$ cat config.mk
export PLATFORM = sky130hd
export DESIGN_NAME = heading_turn_pid_unit
export DESIGN_NICKNAME = d
export VERILOG_FILES = /design/src/rtl/core/hpid_pkg.sv /design/src/rtl/core/hpid_cfg_regs.sv /design/src/rtl/core/hpid_track.sv /design/src/rtl/core/hpid_mult.sv /design/src/rtl/core/hpid_drive.sv /design/src/rtl/core/heading_turn_pid_unit.sv
export SDC_FILE = /design/constraint.sdc
export NUM_CORES = 2
export LEC_CHECK = 0
export BUFFER_PORTS_ARGS = -buffer_cell sky130_fd_sc_hd__buf_2
export CAP_MARGIN = 20
export CORE_AREA = 2 2 320 322
export CTS_CLUSTER_SIZE = 40
export DETAILED_ROUTE_END_ITERATION = 8
export DIE_AREA = 0 0 322 324
export PLACE_DENSITY_LB_ADDON = 0.3
export SLEW_MARGIN = 15
export SYNTH_ARGS = -nofsm -noshare
export SYNTH_HDL_FRONTEND = slang
export SYNTH_HIERARCHICAL = 1
export SYNTH_SLANG_ARGS = --single-unit
export TNS_END_PERCENT = 100
$ cat constraint.sdc
create_clock -name clk -period 10.15 [get_ports clk]
set_input_delay 0.5075 -clock clk [delete_from_list [all_inputs] [get_ports clk]]
set_output_delay 0.5075 -clock clk [all_outputs]
set_load 0.02 [all_outputs]
$ cat src/rtl/core/hpid_pkg.sv
// ----------------------------------------------------------------------------
// hpid_pkg
// Shared widths, constants, register map and stage structs for the turn PID.
// ----------------------------------------------------------------------------
package hpid_pkg;

    // Field widths
    localparam int HEAD_W    = 13;  // heading, 1/16 degree
    localparam int DIFF_W    = 14;  // raw goal - measured
    localparam int ERR_W     = 13;  // wrapped error, signed
    localparam int AERR_W    = 12;  // |error|, at most a half turn
    localparam int INTEG_W   = 15;  // stored integral, signed
    localparam int ACC_W     = 16;  // integral plus error before clamping
    localparam int DERIV_W   = 14;  // error difference, signed
    localparam int TICK_W    = 16;
    localparam int GAIN_W    = 20;
    localparam int DB_W      = 12;
    localparam int PCT_W     = 7;   // speed magnitude in percent
    localparam int SPEED_W   = 8;
    localparam int SUM_W     = 36;  // each product and the P+I+D sum
    localparam int MAG_W     = SUM_W - 1;
    localparam int DEG_SHIFT = 4;   // 1/16 degree to degree

    // Angle constants in 1/16 degree
    localparam int HALF_TURN        = 2880;
    localparam int FULL_TURN        = 5760;
    localparam int INTEG_RESET_BAND = 800;
    localparam int INTEG_LIMIT      = 16000;

    // Configuration register map
    localparam int CFG_IDX_W = 3;
    localparam int CFG_W     = 20;
    localparam logic [CFG_IDX_W-1:0] CFG_GAIN_P    = 3'd0;
    localparam logic [CFG_IDX_W-1:0] CFG_GAIN_I    = 3'd1;
    localparam logic [CFG_IDX_W-1:0] CFG_GAIN_D    = 3'd2;
    localparam logic [CFG_IDX_W-1:0] CFG_DEADBAND  = 3'd3;
    localparam logic [CFG_IDX_W-1:0] CFG_MIN_SPEED = 3'd4;
    localparam logic [CFG_IDX_W-1:0] CFG_MAX_SPEED = 3'd5;
    localparam logic [CFG_IDX_W-1:0] CFG_TIMEOUT   = 3'd6;

    // Input function codes
    localparam logic FUNC_START  = 1'b0;
    localparam logic FUNC_SAMPLE = 1'b1;

    typedef enum logic [1:0] {
        ST_RUN     = 2'd0,
        ST_DONE    = 2'd1,
        ST_TIMEOUT = 2'd2
    } status_t;

    typedef struct packed {
        logic [GAIN_W-1:0] gain_p;
        logic [GAIN_W-1:0] gain_i;
        logic [GAIN_W-1:0] gain_d;
        logic [DB_W-1:0]   deadband;
        logic [PCT_W-1:0]  min_speed;
        logic [PCT_W-1:0]  max_speed;
        logic [TICK_W-1:0] timeout_ticks;
    } cfg_t;

    // Tracking stage -> multiply stage
    typedef struct packed {
        logic signed [ERR_W-1:0]   err;
        logic signed [INTEG_W-1:0] integ;
        logic signed [DERIV_W-1:0] deriv;
        logic                      brake;
        logic                      done;
        status_t                   status;
    } track_t;

    // Multiply stage -> drive stage
    typedef struct packed {
        logic signed [SUM_W-1:0] p;
        logic signed [SUM_W-1:0] i;
        logic signed [SUM_W-1:0] d;
        logic                    brake;
        logic                    done;
        status_t                 status;
    } prod_t;

endpackage

$ cat src/rtl/core/hpid_cfg_regs.sv
// ----------------------------------------------------------------------------
// hpid_cfg_regs
// Configuration register file: gains, deadband, speed limits and timeout.
// ----------------------------------------------------------------------------
module hpid_cfg_regs (
    input  logic                          clk,
    input  logic                          rst_n,
    input  logic                          cfg_valid,
    output logic                          cfg_ready,
    input  logic [hpid_pkg::CFG_IDX_W-1:0] cfg_index,
    input  logic [hpid_pkg::CFG_W-1:0]     cfg_data,
    output hpid_pkg::cfg_t                cfg
);
    import hpid_pkg::*;

    cfg_t cfg_reg;
    cfg_t cfg_next;

    // Writes are always taken
    assign cfg_ready = 1'b1;
    assign cfg       = cfg_reg;

    // Decode one write beat; unknown indexes are dropped
    always_comb
    begin
        cfg_next = cfg_reg;
        if (cfg_valid)
        begin
            unique case (cfg_index)
                CFG_GAIN_P:    cfg_next.gain_p        = cfg_data[GAIN_W-1:0];
                CFG_GAIN_I:    cfg_next.gain_i        = cfg_data[GAIN_W-1:0];
                CFG_GAIN_D:    cfg_next.gain_d        = cfg_data[GAIN_W-1:0];
                CFG_DEADBAND:  cfg_next.deadband      = cfg_data[DB_W-1:0];
                CFG_MIN_SPEED: cfg_next.min_speed     = cfg_data[PCT_W-1:0];
                CFG_MAX_SPEED: cfg_next.max_speed     = cfg_data[PCT_W-1:0];
                CFG_TIMEOUT:   cfg_next.timeout_ticks = cfg_data[TICK_W-1:0];
                default:       cfg_next = cfg_reg;
            endcase
        end
    end

    always_ff @(posedge clk or negedge rst_n)
    begin
        if (!rst_n)
        begin
            cfg_reg.gain_p        <= GAIN_W'(52429);
            cfg_reg.gain_i        <= GAIN_W'(66);
            cfg_reg.gain_d        <= GAIN_W'(3277);
            cfg_reg.deadband      <= DB_W'(32);
            cfg_reg.min_speed     <= PCT_W'(5);
            cfg_reg.max_speed     <= PCT_W'(50);
            cfg_reg.timeout_ticks <= TICK_W'(250);
        end
        else
        begin
            cfg_reg <= cfg_next;
        end
    end

endmodule

$ cat src/rtl/core/hpid_track.sv
// ----------------------------------------------------------------------------
// hpid_track
// Turn state and error tracking: wrap, integral, derivative, finish decision.
// ----------------------------------------------------------------------------
module hpid_track (
    input  logic                        clk,
    input  logic                        rst_n,
    input  logic                        load,
    input  logic                        func,
    input  logic [hpid_pkg::HEAD_W-1:0] target_heading,
    input  logic [hpid_pkg::HEAD_W-1:0] measured_heading,
    input  hpid_pkg::cfg_t              cfg,
    output hpid_pkg::track_t            track
);
    import hpid_pkg::*;

    localparam logic signed [DIFF_W-1:0] HALF_S = DIFF_W'(HALF_TURN);
    localparam logic signed [DIFF_W-1:0] FULL_S = DIFF_W'(FULL_TURN);
    localparam logic signed [ACC_W-1:0]  LIM_P  = ACC_W'(INTEG_LIMIT);
    localparam logic signed [ACC_W-1:0]  LIM_N  = -LIM_P;

    // Turn state
    logic [HEAD_W-1:0]         goal_reg,     goal_next;
    logic signed [INTEG_W-1:0] integ_reg,    integ_next;
    logic signed [ERR_W-1:0]   last_err_reg, last_err_next;
    logic [TICK_W-1:0]         tick_reg,     tick_next;
    logic                      finished_reg, finished_next;
    status_t                   final_reg,    final_next;
    track_t                    track_reg,    track_next;

    logic signed [DIFF_W-1:0]  diff;
    logic signed [DIFF_W-1:0]  wrapped;
    logic signed [ERR_W-1:0]   err;
    logic signed [ERR_W-1:0]   err_abs;
    logic [AERR_W-1:0]         aerr;
    logic signed [ACC_W-1:0]   acc;
    logic signed [ACC_W-1:0]   acc_cl;
    logic signed [DERIV_W-1:0] deriv;
    logic [TICK_W-1:0]         tick_inc;
    logic                      timed;
    logic                      aligned;

    assign track = track_reg;

    // Error wrapped into one half turn either way; one step is enough
    always_comb
    begin
        diff = $signed({1'b0, goal_reg}) - $signed({1'b0, measured_heading});
        priority if (diff > HALF_S)
            wrapped = diff - FULL_S;
        else if (diff <= -HALF_S)
            wrapped = diff + FULL_S;
        else
            wrapped = diff;
        err     = wrapped[ERR_W-1:0];
        err_abs = err[ERR_W-1] ? -err : err;
        aerr    = err_abs[AERR_W-1:0];
    end

    // Integral with reset band and clamp, derivative, tick count
    always_comb
    begin
        acc = ACC_W'(integ_reg) + ACC_W'(err);
        priority if (aerr > AERR_W'(INTEG_RESET_BAND))
            acc_cl = '0;
        else if (acc > LIM_P)
            acc_cl = LIM_P;
        else if (acc < LIM_N)
            acc_cl = LIM_N;
        else
            acc_cl = acc;
        deriv    = DERIV_W'(err) - DERIV_W'(last_err_reg);
        tick_inc = (tick_reg == '1) ? tick_reg : tick_reg + TICK_W'(1);
        timed    = (tick_inc >= cfg.timeout_ticks);
        aligned  = (aerr <= cfg.deadband);
    end

    // Per-item state update and stage result
    always_comb
    begin
        goal_next          = goal_reg;
        integ_next         = integ_reg;
        last_err_next      = last_err_reg;
        tick_next          = tick_reg;
        finished_next      = finished_reg;
        final_next         = final_reg;
        track_next.err     = err;
        track_next.integ   = acc_cl[INTEG_W-1:0];
        track_next.deriv   = deriv;
        track_next.brake   = 1'b1;
        track_next.done    = 1'b0;
        track_next.status  = ST_RUN;
        priority if (func == FUNC_START)
        begin
            goal_next     = target_heading;
            integ_next    = '0;
            last_err_next = '0;
            tick_next     = '0;
            finished_next = 1'b0;
            final_next    = ST_RUN;
        end
        else if (finished_reg)
        begin
            // idle turn: report the latched outcome
            track_next.done   = 1'b1;
            track_next.status = final_reg;
        end
        else
        begin
            integ_next    = acc_cl[INTEG_W-1:0];
            last_err_next = err;
            tick_next     = tick_inc;
            if (timed || aligned)
            begin
                finished_next     = 1'b1;
                final_next        = timed ? ST_TIMEOUT : ST_DONE;
                track_next.done   = 1'b1;
                track_next.status = timed ? ST_TIMEOUT : ST_DONE;
            end
            else
            begin
                // inside the deadband the drive stays zero
                track_next.brake = (aerr < cfg.deadband);
            end
        end
    end

    always_ff @(posedge clk or negedge rst_n)
    begin
        if (!rst_n)
        begin
            goal_reg     <= '0;
            integ_reg    <= '0;
            last_err_reg <= '0;
            tick_reg     <= '0;
            finished_reg <= 1'b1;
            final_reg    <= ST_RUN;
        end
        else if (load)
        begin
            goal_reg     <= goal_next;
            integ_reg    <= integ_next;
            last_err_reg <= last_err_next;
            tick_reg     <= tick_next;
            finished_reg <= finished_next;
            final_reg    <= final_next;
        end
    end

    // Stage payload
    always_ff @(posedge clk)
    begin
        if (load)
        begin
            track_reg <= track_next;
        end
    end

endmodule

$ cat src/rtl/core/hpid_mult.sv
// ----------------------------------------------------------------------------
// hpid_mult
// Gain multiply stage: the three P, I and D products, registered.
// ----------------------------------------------------------------------------
module hpid_mult (
    input  logic             clk,
    input  logic             load,
    input  hpid_pkg::track_t track,
    input  hpid_pkg::cfg_t   cfg,
    output hpid_pkg::prod_t  prod
);
    import hpid_pkg::*;

    logic signed [GAIN_W:0] gp_s;
    logic signed [GAIN_W:0] gi_s;
    logic signed [GAIN_W:0] gd_s;
    prod_t                  prod_reg;
    prod_t                  prod_next;

    assign prod = prod_reg;

    // Unsigned gains as non-negative signed operands
    assign gp_s = $signed({1'b0, cfg.gain_p});
    assign gi_s = $signed({1'b0, cfg.gain_i});
    assign gd_s = $signed({1'b0, cfg.gain_d});

    always_comb
    begin
        prod_next.p      = track.err * gp_s;
        prod_next.i      = track.integ * gi_s;
        prod_next.d      = track.deriv * gd_s;
        prod_next.brake  = track.brake;
        prod_next.done   = track.done;
        prod_next.status = track.status;
    end

    always_ff @(posedge clk)
    begin
        if (load)
        begin
            prod_reg <= prod_next;
        end
    end

endmodule

$ cat src/rtl/core/hpid_drive.sv
// ----------------------------------------------------------------------------
// hpid_drive
// Output stage: P+I+D sum, minimum speed, rounding, maximum clamp, result reg.
// ----------------------------------------------------------------------------
module hpid_drive #(
    parameter int GAIN_FRAC_BITS = 16
) (
    input  logic                         clk,
    input  logic                         load,
    input  hpid_pkg::prod_t              prod,
    input  hpid_pkg::cfg_t               cfg,
    output logic signed [hpid_pkg::SPEED_W-1:0] left_speed,
    output logic signed [hpid_pkg::SPEED_W-1:0] right_speed,
    output logic                         done_res,
    output logic [1:0]                   status
);
    import hpid_pkg::*;

    localparam int SH    = GAIN_FRAC_BITS + DEG_SHIFT;
    localparam int RND_W = MAG_W + 1;
    localparam logic [RND_W-1:0] HALF_LSB = RND_W'(1) << (SH - 1);

    logic signed [SUM_W-1:0]   sum;
    logic signed [SUM_W-1:0]   sum_neg;
    logic                      non_pos;
    logic [MAG_W-1:0]          mag;
    logic [MAG_W-1:0]          min_lim;
    logic [RND_W-1:0]          rnd;
    logic [RND_W-1:0]          pct;
    logic [PCT_W-1:0]          pct_cl;
    logic signed [SPEED_W-1:0] spd_pos;
    logic signed [SPEED_W-1:0] speed;

    logic signed [SPEED_W-1:0] speed_reg;
    logic                      done_reg;
    status_t                   status_reg;

    // Sum and magnitude
    always_comb
    begin
        sum     = prod.p + prod.i + prod.d;
        sum_neg = -sum;
        non_pos = sum[SUM_W-1] | (sum == '0);
        mag     = sum[SUM_W-1] ? sum_neg[MAG_W-1:0] : sum[MAG_W-1:0];
    end

    // Minimum speed floor, round half away, maximum clamp
    always_comb
    begin
        min_lim = MAG_W'(cfg.min_speed) << SH;
        rnd     = ({1'b0, mag} + HALF_LSB) >> SH;
        pct     = (mag < min_lim) ? RND_W'(cfg.min_speed) : rnd;
        pct_cl  = (pct > RND_W'(cfg.max_speed)) ? cfg.max_speed : pct[PCT_W-1:0];
        spd_pos = $signed({1'b0, pct_cl});
        priority if (prod.brake)
            speed = '0;
        else if (non_pos)
            speed = -spd_pos;
        else
            speed = spd_pos;
    end

    // Result register
    always_ff @(posedge clk)
    begin
        if (load)
        begin
            speed_reg  <= speed;
            done_reg   <= prod.done;
            status_reg <= prod.status;
        end
    end

    assign left_speed  = speed_reg;
    assign right_speed = -speed_reg;
    assign done_res    = done_reg;
    assign status      = status_reg;

endmodule

$ cat src/rtl/core/heading_turn_pid_unit.sv
// ----------------------------------------------------------------------------
// heading_turn_pid_unit
// In-place turn PID on a 1/16 degree heading with opposite wheel drive.
// ----------------------------------------------------------------------------
// Usage:
//   Input channel (in_valid/in_ready): func 0 starts a turn toward
//   target_heading; func 1 is one gyro sample in measured_heading.
//   Output channel (out_valid/out_ready): one beat per input beat, in order,
//   with left_speed, right_speed (its negation), done_res and status.
//   Config channel (cfg_valid/cfg_ready): cfg_index selects a register,
//   cfg_data carries its value; always ready, write only while idle.
//   An input beat passes through four registers in order: input register,
//   tracking stage, gain multiply stage, drive and result register.
//   Throughput is one item per cycle while out_ready stays high; the turn
//   state loop closes inside the tracking stage.
//   When the receiver stalls, the stages fill one by one and in_ready drops
//   only once all four hold a beat.
//   Reset empties the pipeline, loads the default gains and limits, and
//   leaves the turn finished: samples then give zero drive, done_res 1.
// ----------------------------------------------------------------------------
module heading_turn_pid_unit #(
    parameter int GAIN_FRAC_BITS = 16
) (
    input  logic                           clk,
    input  logic                           rst_n,
    // input channel
    input  logic                           in_valid,
    output logic                           in_ready,
    input  logic                           func,
    input  logic [hpid_pkg::HEAD_W-1:0]    target_heading,
    input  logic [hpid_pkg::HEAD_W-1:0]    measured_heading,
    // output channel
    output logic                           out_valid,
    input  logic                           out_ready,
    output logic signed [hpid_pkg::SPEED_W-1:0] left_speed,
    output logic signed [hpid_pkg::SPEED_W-1:0] right_speed,
    output logic                           done_res,
    output logic [1:0]                     status,
    // configuration channel
    input  logic                           cfg_valid,
    output logic                           cfg_ready,
    input  logic [hpid_pkg::CFG_IDX_W-1:0] cfg_index,
    input  logic [hpid_pkg::CFG_W-1:0]     cfg_data
);
    import hpid_pkg::*;

    cfg_t   cfg;
    track_t track;
    prod_t  prod;

    // Stage valid bits: input reg, tracking, multiply, result
    logic v0_reg, v1_reg, v2_reg, v3_reg;
    logic v0_next, v1_next, v2_next, v3_next;
    logic free1, free2, free3;
    logic adv0, adv1, adv2;
    logic in_beat;

    // Input register payload
    logic              func_reg;
    logic [HEAD_W-1:0] target_reg;
    logic [HEAD_W-1:0] meas_reg;

    // Handshake chain: a stage loads when it is empty or drains this cycle
    always_comb
    begin
        free3    = ~v3_reg | out_ready;
        adv2     = v2_reg & free3;
        free2    = ~v2_reg | free3;
        adv1     = v1_reg & free2;
        free1    = ~v1_reg | free2;
        adv0     = v0_reg & free1;
        in_ready = ~v0_reg | free1;
        in_beat  = in_valid & in_ready;
        v0_next  = in_beat | (v0_reg & ~adv0);
        v1_next  = adv0 | (v1_reg & ~adv1);
        v2_next  = adv1 | (v2_reg & ~adv2);
        v3_next  = adv2 | (v3_reg & ~out_ready);
    end

    always_ff @(posedge clk or negedge rst_n)
    begin
        if (!rst_n)
        begin
            v0_reg <= 1'b0;
            v1_reg <= 1'b0;
            v2_reg <= 1'b0;
            v3_reg <= 1'b0;
        end
        else
        begin
            v0_reg <= v0_next;
            v1_reg <= v1_next;
            v2_reg <= v2_next;
            v3_reg <= v3_next;
        end
    end

    // Input register
    always_ff @(posedge clk)
    begin
        if (in_beat)
        begin
            func_reg   <= func;
            target_reg <= target_heading;
            meas_reg   <= measured_heading;
        end
    end

    assign out_valid = v3_reg;

    hpid_cfg_regs u_cfg (
        .clk       (clk),
        .rst_n     (rst_n),
        .cfg_valid (cfg_valid),
        .cfg_ready (cfg_ready),
        .cfg_index (cfg_index),
        .cfg_data  (cfg_data),
        .cfg       (cfg)
    );

    hpid_track u_track (
        .clk              (clk),
        .rst_n            (rst_n),
        .load             (adv0),
        .func             (func_reg),
        .target_heading   (target_reg),
        .measured_heading (meas_reg),
        .cfg              (cfg),
        .track            (track)
    );

    hpid_mult u_mult (
        .clk   (clk),
        .load  (adv1),
        .track (track),
        .cfg   (cfg),
        .prod  (prod)
    );

    hpid_drive #(
        .GAIN_FRAC_BITS (GAIN_FRAC_BITS)
    ) u_drive (
        .clk         (clk),
        .load        (adv2),
        .prod        (prod),
        .cfg         (cfg),
        .left_speed  (left_speed),
        .right_speed (right_speed),
        .done_res    (done_res),
        .status      (status)
    );

    // Wheels always turn opposite ways
    a_opposite: assert property (@(posedge clk) disable iff (!rst_n)
        out_valid |-> (right_speed == -left_speed))
        else $error("right_speed is not the negation of left_speed");

    // A finished turn is braked
    a_done_brake: assert property (@(posedge clk) disable iff (!rst_n)
        (out_valid && done_res) |-> (left_speed == '0))
        else $error("drive nonzero on a finished turn");

    // A final outcome is only reported with done
    a_status_done: assert property (@(posedge clk) disable iff (!rst_n)
        (out_valid && (status != ST_RUN)) |-> done_res)
        else $error("final status without done_res");

    // An accepted beat always lands in the input stage
    a_in_load: assert property (@(posedge clk) disable iff (!rst_n)
        (in_valid && in_ready) |=> v0_reg)
        else $error("accepted beat lost at the input stage");

endmodule

==> run summary <==
Status -> finished, violations left
Violated checks -> hold timing
Top-Level Pins -> 77
Sum of routed wire length over all layers -> 131.0 mm
Cell variety after synth -> 132
Max-cap violation count -> 0
Post-route DRC violation count -> 0
Core Footprint -> 0.1010 mm2
Parity-gate share of the synthesized area counting xor and xnor cells -> 0.03267
CP required -> 10,520 ps
CTS tree -> built
Critical setup path kind -> register to register
Largest incremental delay on the critical path -> 560 ps
Post-layout instance count excluding filler cells -> 6,495
Final WS setup -> 576.5 ps
Detailed-router iteration count before antenna repair -> 8
YS warnings -> 6
Row cnt -> 117
Flip-flop and latch count after synthesis -> 359
Hold Worst Slack -> -2.665 ps
Largest buffer count on any clock path -> 3
Share of the clock period used by the worst path after layout -> 0.9432
Fraction of layout cells with a size suffix above 1 -> 0.07973
Combinational family with the most area after synthesis -> adder cells
Clock H-tree levels -> 2
Synth top area cells -> sky130_fd_sc_hd__fa_1, sky130_fd_sc_hd__ha_1, sky130_fd_sc_hd__edfxtp_1
Post-layout util -> 0.5258
Die X-Extent -> 322 um
Mapped Area -> 0.05024 mm2
GRT Total Usage -> 0.2566
Endpoint type of the worst setup path -> register
Dominant cell type by area after synthesis -> sky130_fd_sc_hd__fa_1
Routed wire per std cell -> 20.16 um
Average vias per placed instance -> 5.627
Cell Area, Placed -> 0.05162 mm2
Adder-cell share of the synthesized area -> 0.3930
Initial antenna violation count -> 16
Cell count after placement -> 6,406
Wire length of the first global-routing pass -> 208.1 mm
Final nets -> 6,363
Detailed-route via count -> 36,550
Leading cell types by count after synthesis -> sky130_fd_sc_hd__inv_1, sky130_fd_sc_hd__fa_1, sky130_fd_sc_hd__nand2_1
Minimum clock period -> 9573 ps
Arr. time, crit path -> 9940 ps
Skew-Pair Late Insertion Delay -> 640 ps
Async S/R FF share, synth -> 0.4624
Number of failing hold endpoints at the final stage -> 3
CTS buffer count -> 43
Clock skew after layout -> 57.82 ps
Clock Root Buffer -> sky130_fd_sc_hd__clkbuf_16
Compound-Gate Fraction of Synth Area -> 0.09939
Max FFs per register -> 109
Area growth from synthesis to final layout -> 5.718%
Post-synthesis simple-gate area fraction -> 0.1589
Post-synth EDFFs -> 193
Number of violations reported at the end of detailed-routing iteration 0 -> 2,544
Post-placement worst setup slack -> 243.1 ps
Total gr overflow -> 0
Estimated wirelength of the detail-placed design -> 101.1 mm
Sequential share of the synthesized area -> 0.1988
Number of endpoints failing setup at the final stage -> 0
Flip-flop cell with the highest count after synthesis -> sky130_fd_sc_hd__edfxtp_1
Net count of the mapped netlist -> 6,431
Multiplexer fraction of the synthesized cell area -> 0.02988
Sort of element at the start of the critical path -> register
Placer's final routability congestion estimate -> 0.9005
Number of input and output port buffers inserted -> 75
Number of nets with antenna violations after routing -> 0
Final cell area excluding filler cells -> 0.05311 mm2
Mapped Cells -> 5,213
Number of global-route vias before repair -> 37,801
Crit-path most repeated cell -> sky130_fd_sc_hd__ha_1
Die area -> 0.1043 mm2
Initial standard-cell utilization of the core -> 0.4974
Proportion of netlist area held by the largest area contributor -> 0.2726
CTS Hold Bufs -> 0
Cell with the largest stage delay on the worst path -> sky130_fd_sc_hd__fa_1
Vertical die dimension -> 324 um
Library cell with the highest instance count after synthesis -> sky130_fd_sc_hd__inv_1
Transition at the pin with the smallest max-transition slack -> 1022 ps
Startpoint of the worst setup timing path -> u_mult/prod[5]$_DFFE_PP_
Average size of a mapped cell -> 9.638 um2
Maximum number of pins on one net before global-route repair -> 97
Clock-pin slew on the worst setup and hold paths -> 70 ps
Critical R2R Launch -> u_mult/prod[5]$_DFFE_PP_
Hold WC Path Type -> primary input to asynchronous set/reset pin
Worst-path fanout max -> 8
Maximum operating frequency -> 0.1045 GHz
Pins over their slew limit -> 0
Relative slew slack -> 0.3188
Number of clock sinks -> 359
[final cells by class]
type / count / area [um2]
Sequential cell: 359 / 9988
Antenna cell: 6 / 15.01
Clock buffer: 55 / 1151
Fill cell: 9230 / 47900
Multi-Input combinational cell: 3724 / 35990
Timing Repair Buffer: 116 / 699.4
Tap cell: 1309 / 1638
Clock inverter: 25 / 254.0
Inverter: 901 / 3382
[routing by layer]
metal	track usage	vias to the layer above	routed length (um)
met1	0.3432	18548	56310
met4	0.08692	0	4450
met2	0.4343	1017	62970
met5	0	-	0
met3	0.02941	187	7233
li1	-	16798	-
[cell usage in the layout (no fill, tap or decap), drive strengths merged, types with 30 or more instances in the layout]
master and count:
or3 30, xnor2 114, nand2 595, edfxtp 193, xor2 67, nand2b 58, nor2b 44, o31ai 31
nand3 70, o21a 31, o21ai 112, nor3 53, inv 906, mux2 120, a31oi 32, nand4 37
fa 684, dfstp 31, buf 114, a21oi 181, and2 375, clkbuf 57, a21o 78, a211oi 41
dfrtp 135, nor2 151, ha 479
[cell families after synthesis]
| family | after synthesis |
|---|---|
| adder cells (fa/ha/maj) | 1169 |
| AO/OA/AOI/OAI | 699 |
| XOR/XNOR | 182 |
| multiplexers | 135 |
| other | 1 |
| buffers and inverters | 1130 |
| flip-flops | 359 |
| AND/OR/NAND/NOR | 1538 |
[path summary, 6_finish.rpt]
check,end,slack [ps],cells after the start
worst max-delay path,u_drive/left_speed[6]$_SDFFCE_PP0P_,580,40
worst min-delay path,u_cfg/cfg[77]$_DFFE_PN0P_,-3,1
worst max register to register,u_drive/left_speed[6]$_SDFFCE_PP0P_,580,40
worst min register to register,u_drive/status[0]$_DFFE_PP_,420,0
max in group asynchronous,u_cfg/cfg[16]$_DFFE_PN0P_,8600,2
min in group clk,target_reg[1]$_DFFE_PP_,50,1
[worst max-delay path, delay by kind of cell, from the launching register on]
kind / cells / cell delay, ps
AO/OA/AOI/OAI: 17 / 3550
XOR/XNOR: 2 / 480
adder cells (fa/ha/maj): 6 / 1900
buffers and inverters: 2 / 120
flip-flops: 1 / 400
multiplexers: 1 / 140
AND/OR/NAND/NOR: 12 / 2740
[timing repair]
action	in CTS	in global routing
resized for setup	0	7
buffers inserted	0	1
endpoints found under the setup margin	0	5
[through the flow]
step | hold slack [ps] | TNS (ps)
after floorplan | 211.9 | 0
after global placement | 401.0 | 0
after detailed placement | 405.2 | 0
after CTS | 14.81 | 0
after global routing | 30.64 | -8.990
final | -2.665 | 0
Power is left out: the tool's default activity adds up to more than one toggle a clock period on the data nets, which glitch-free logic cannot reach.
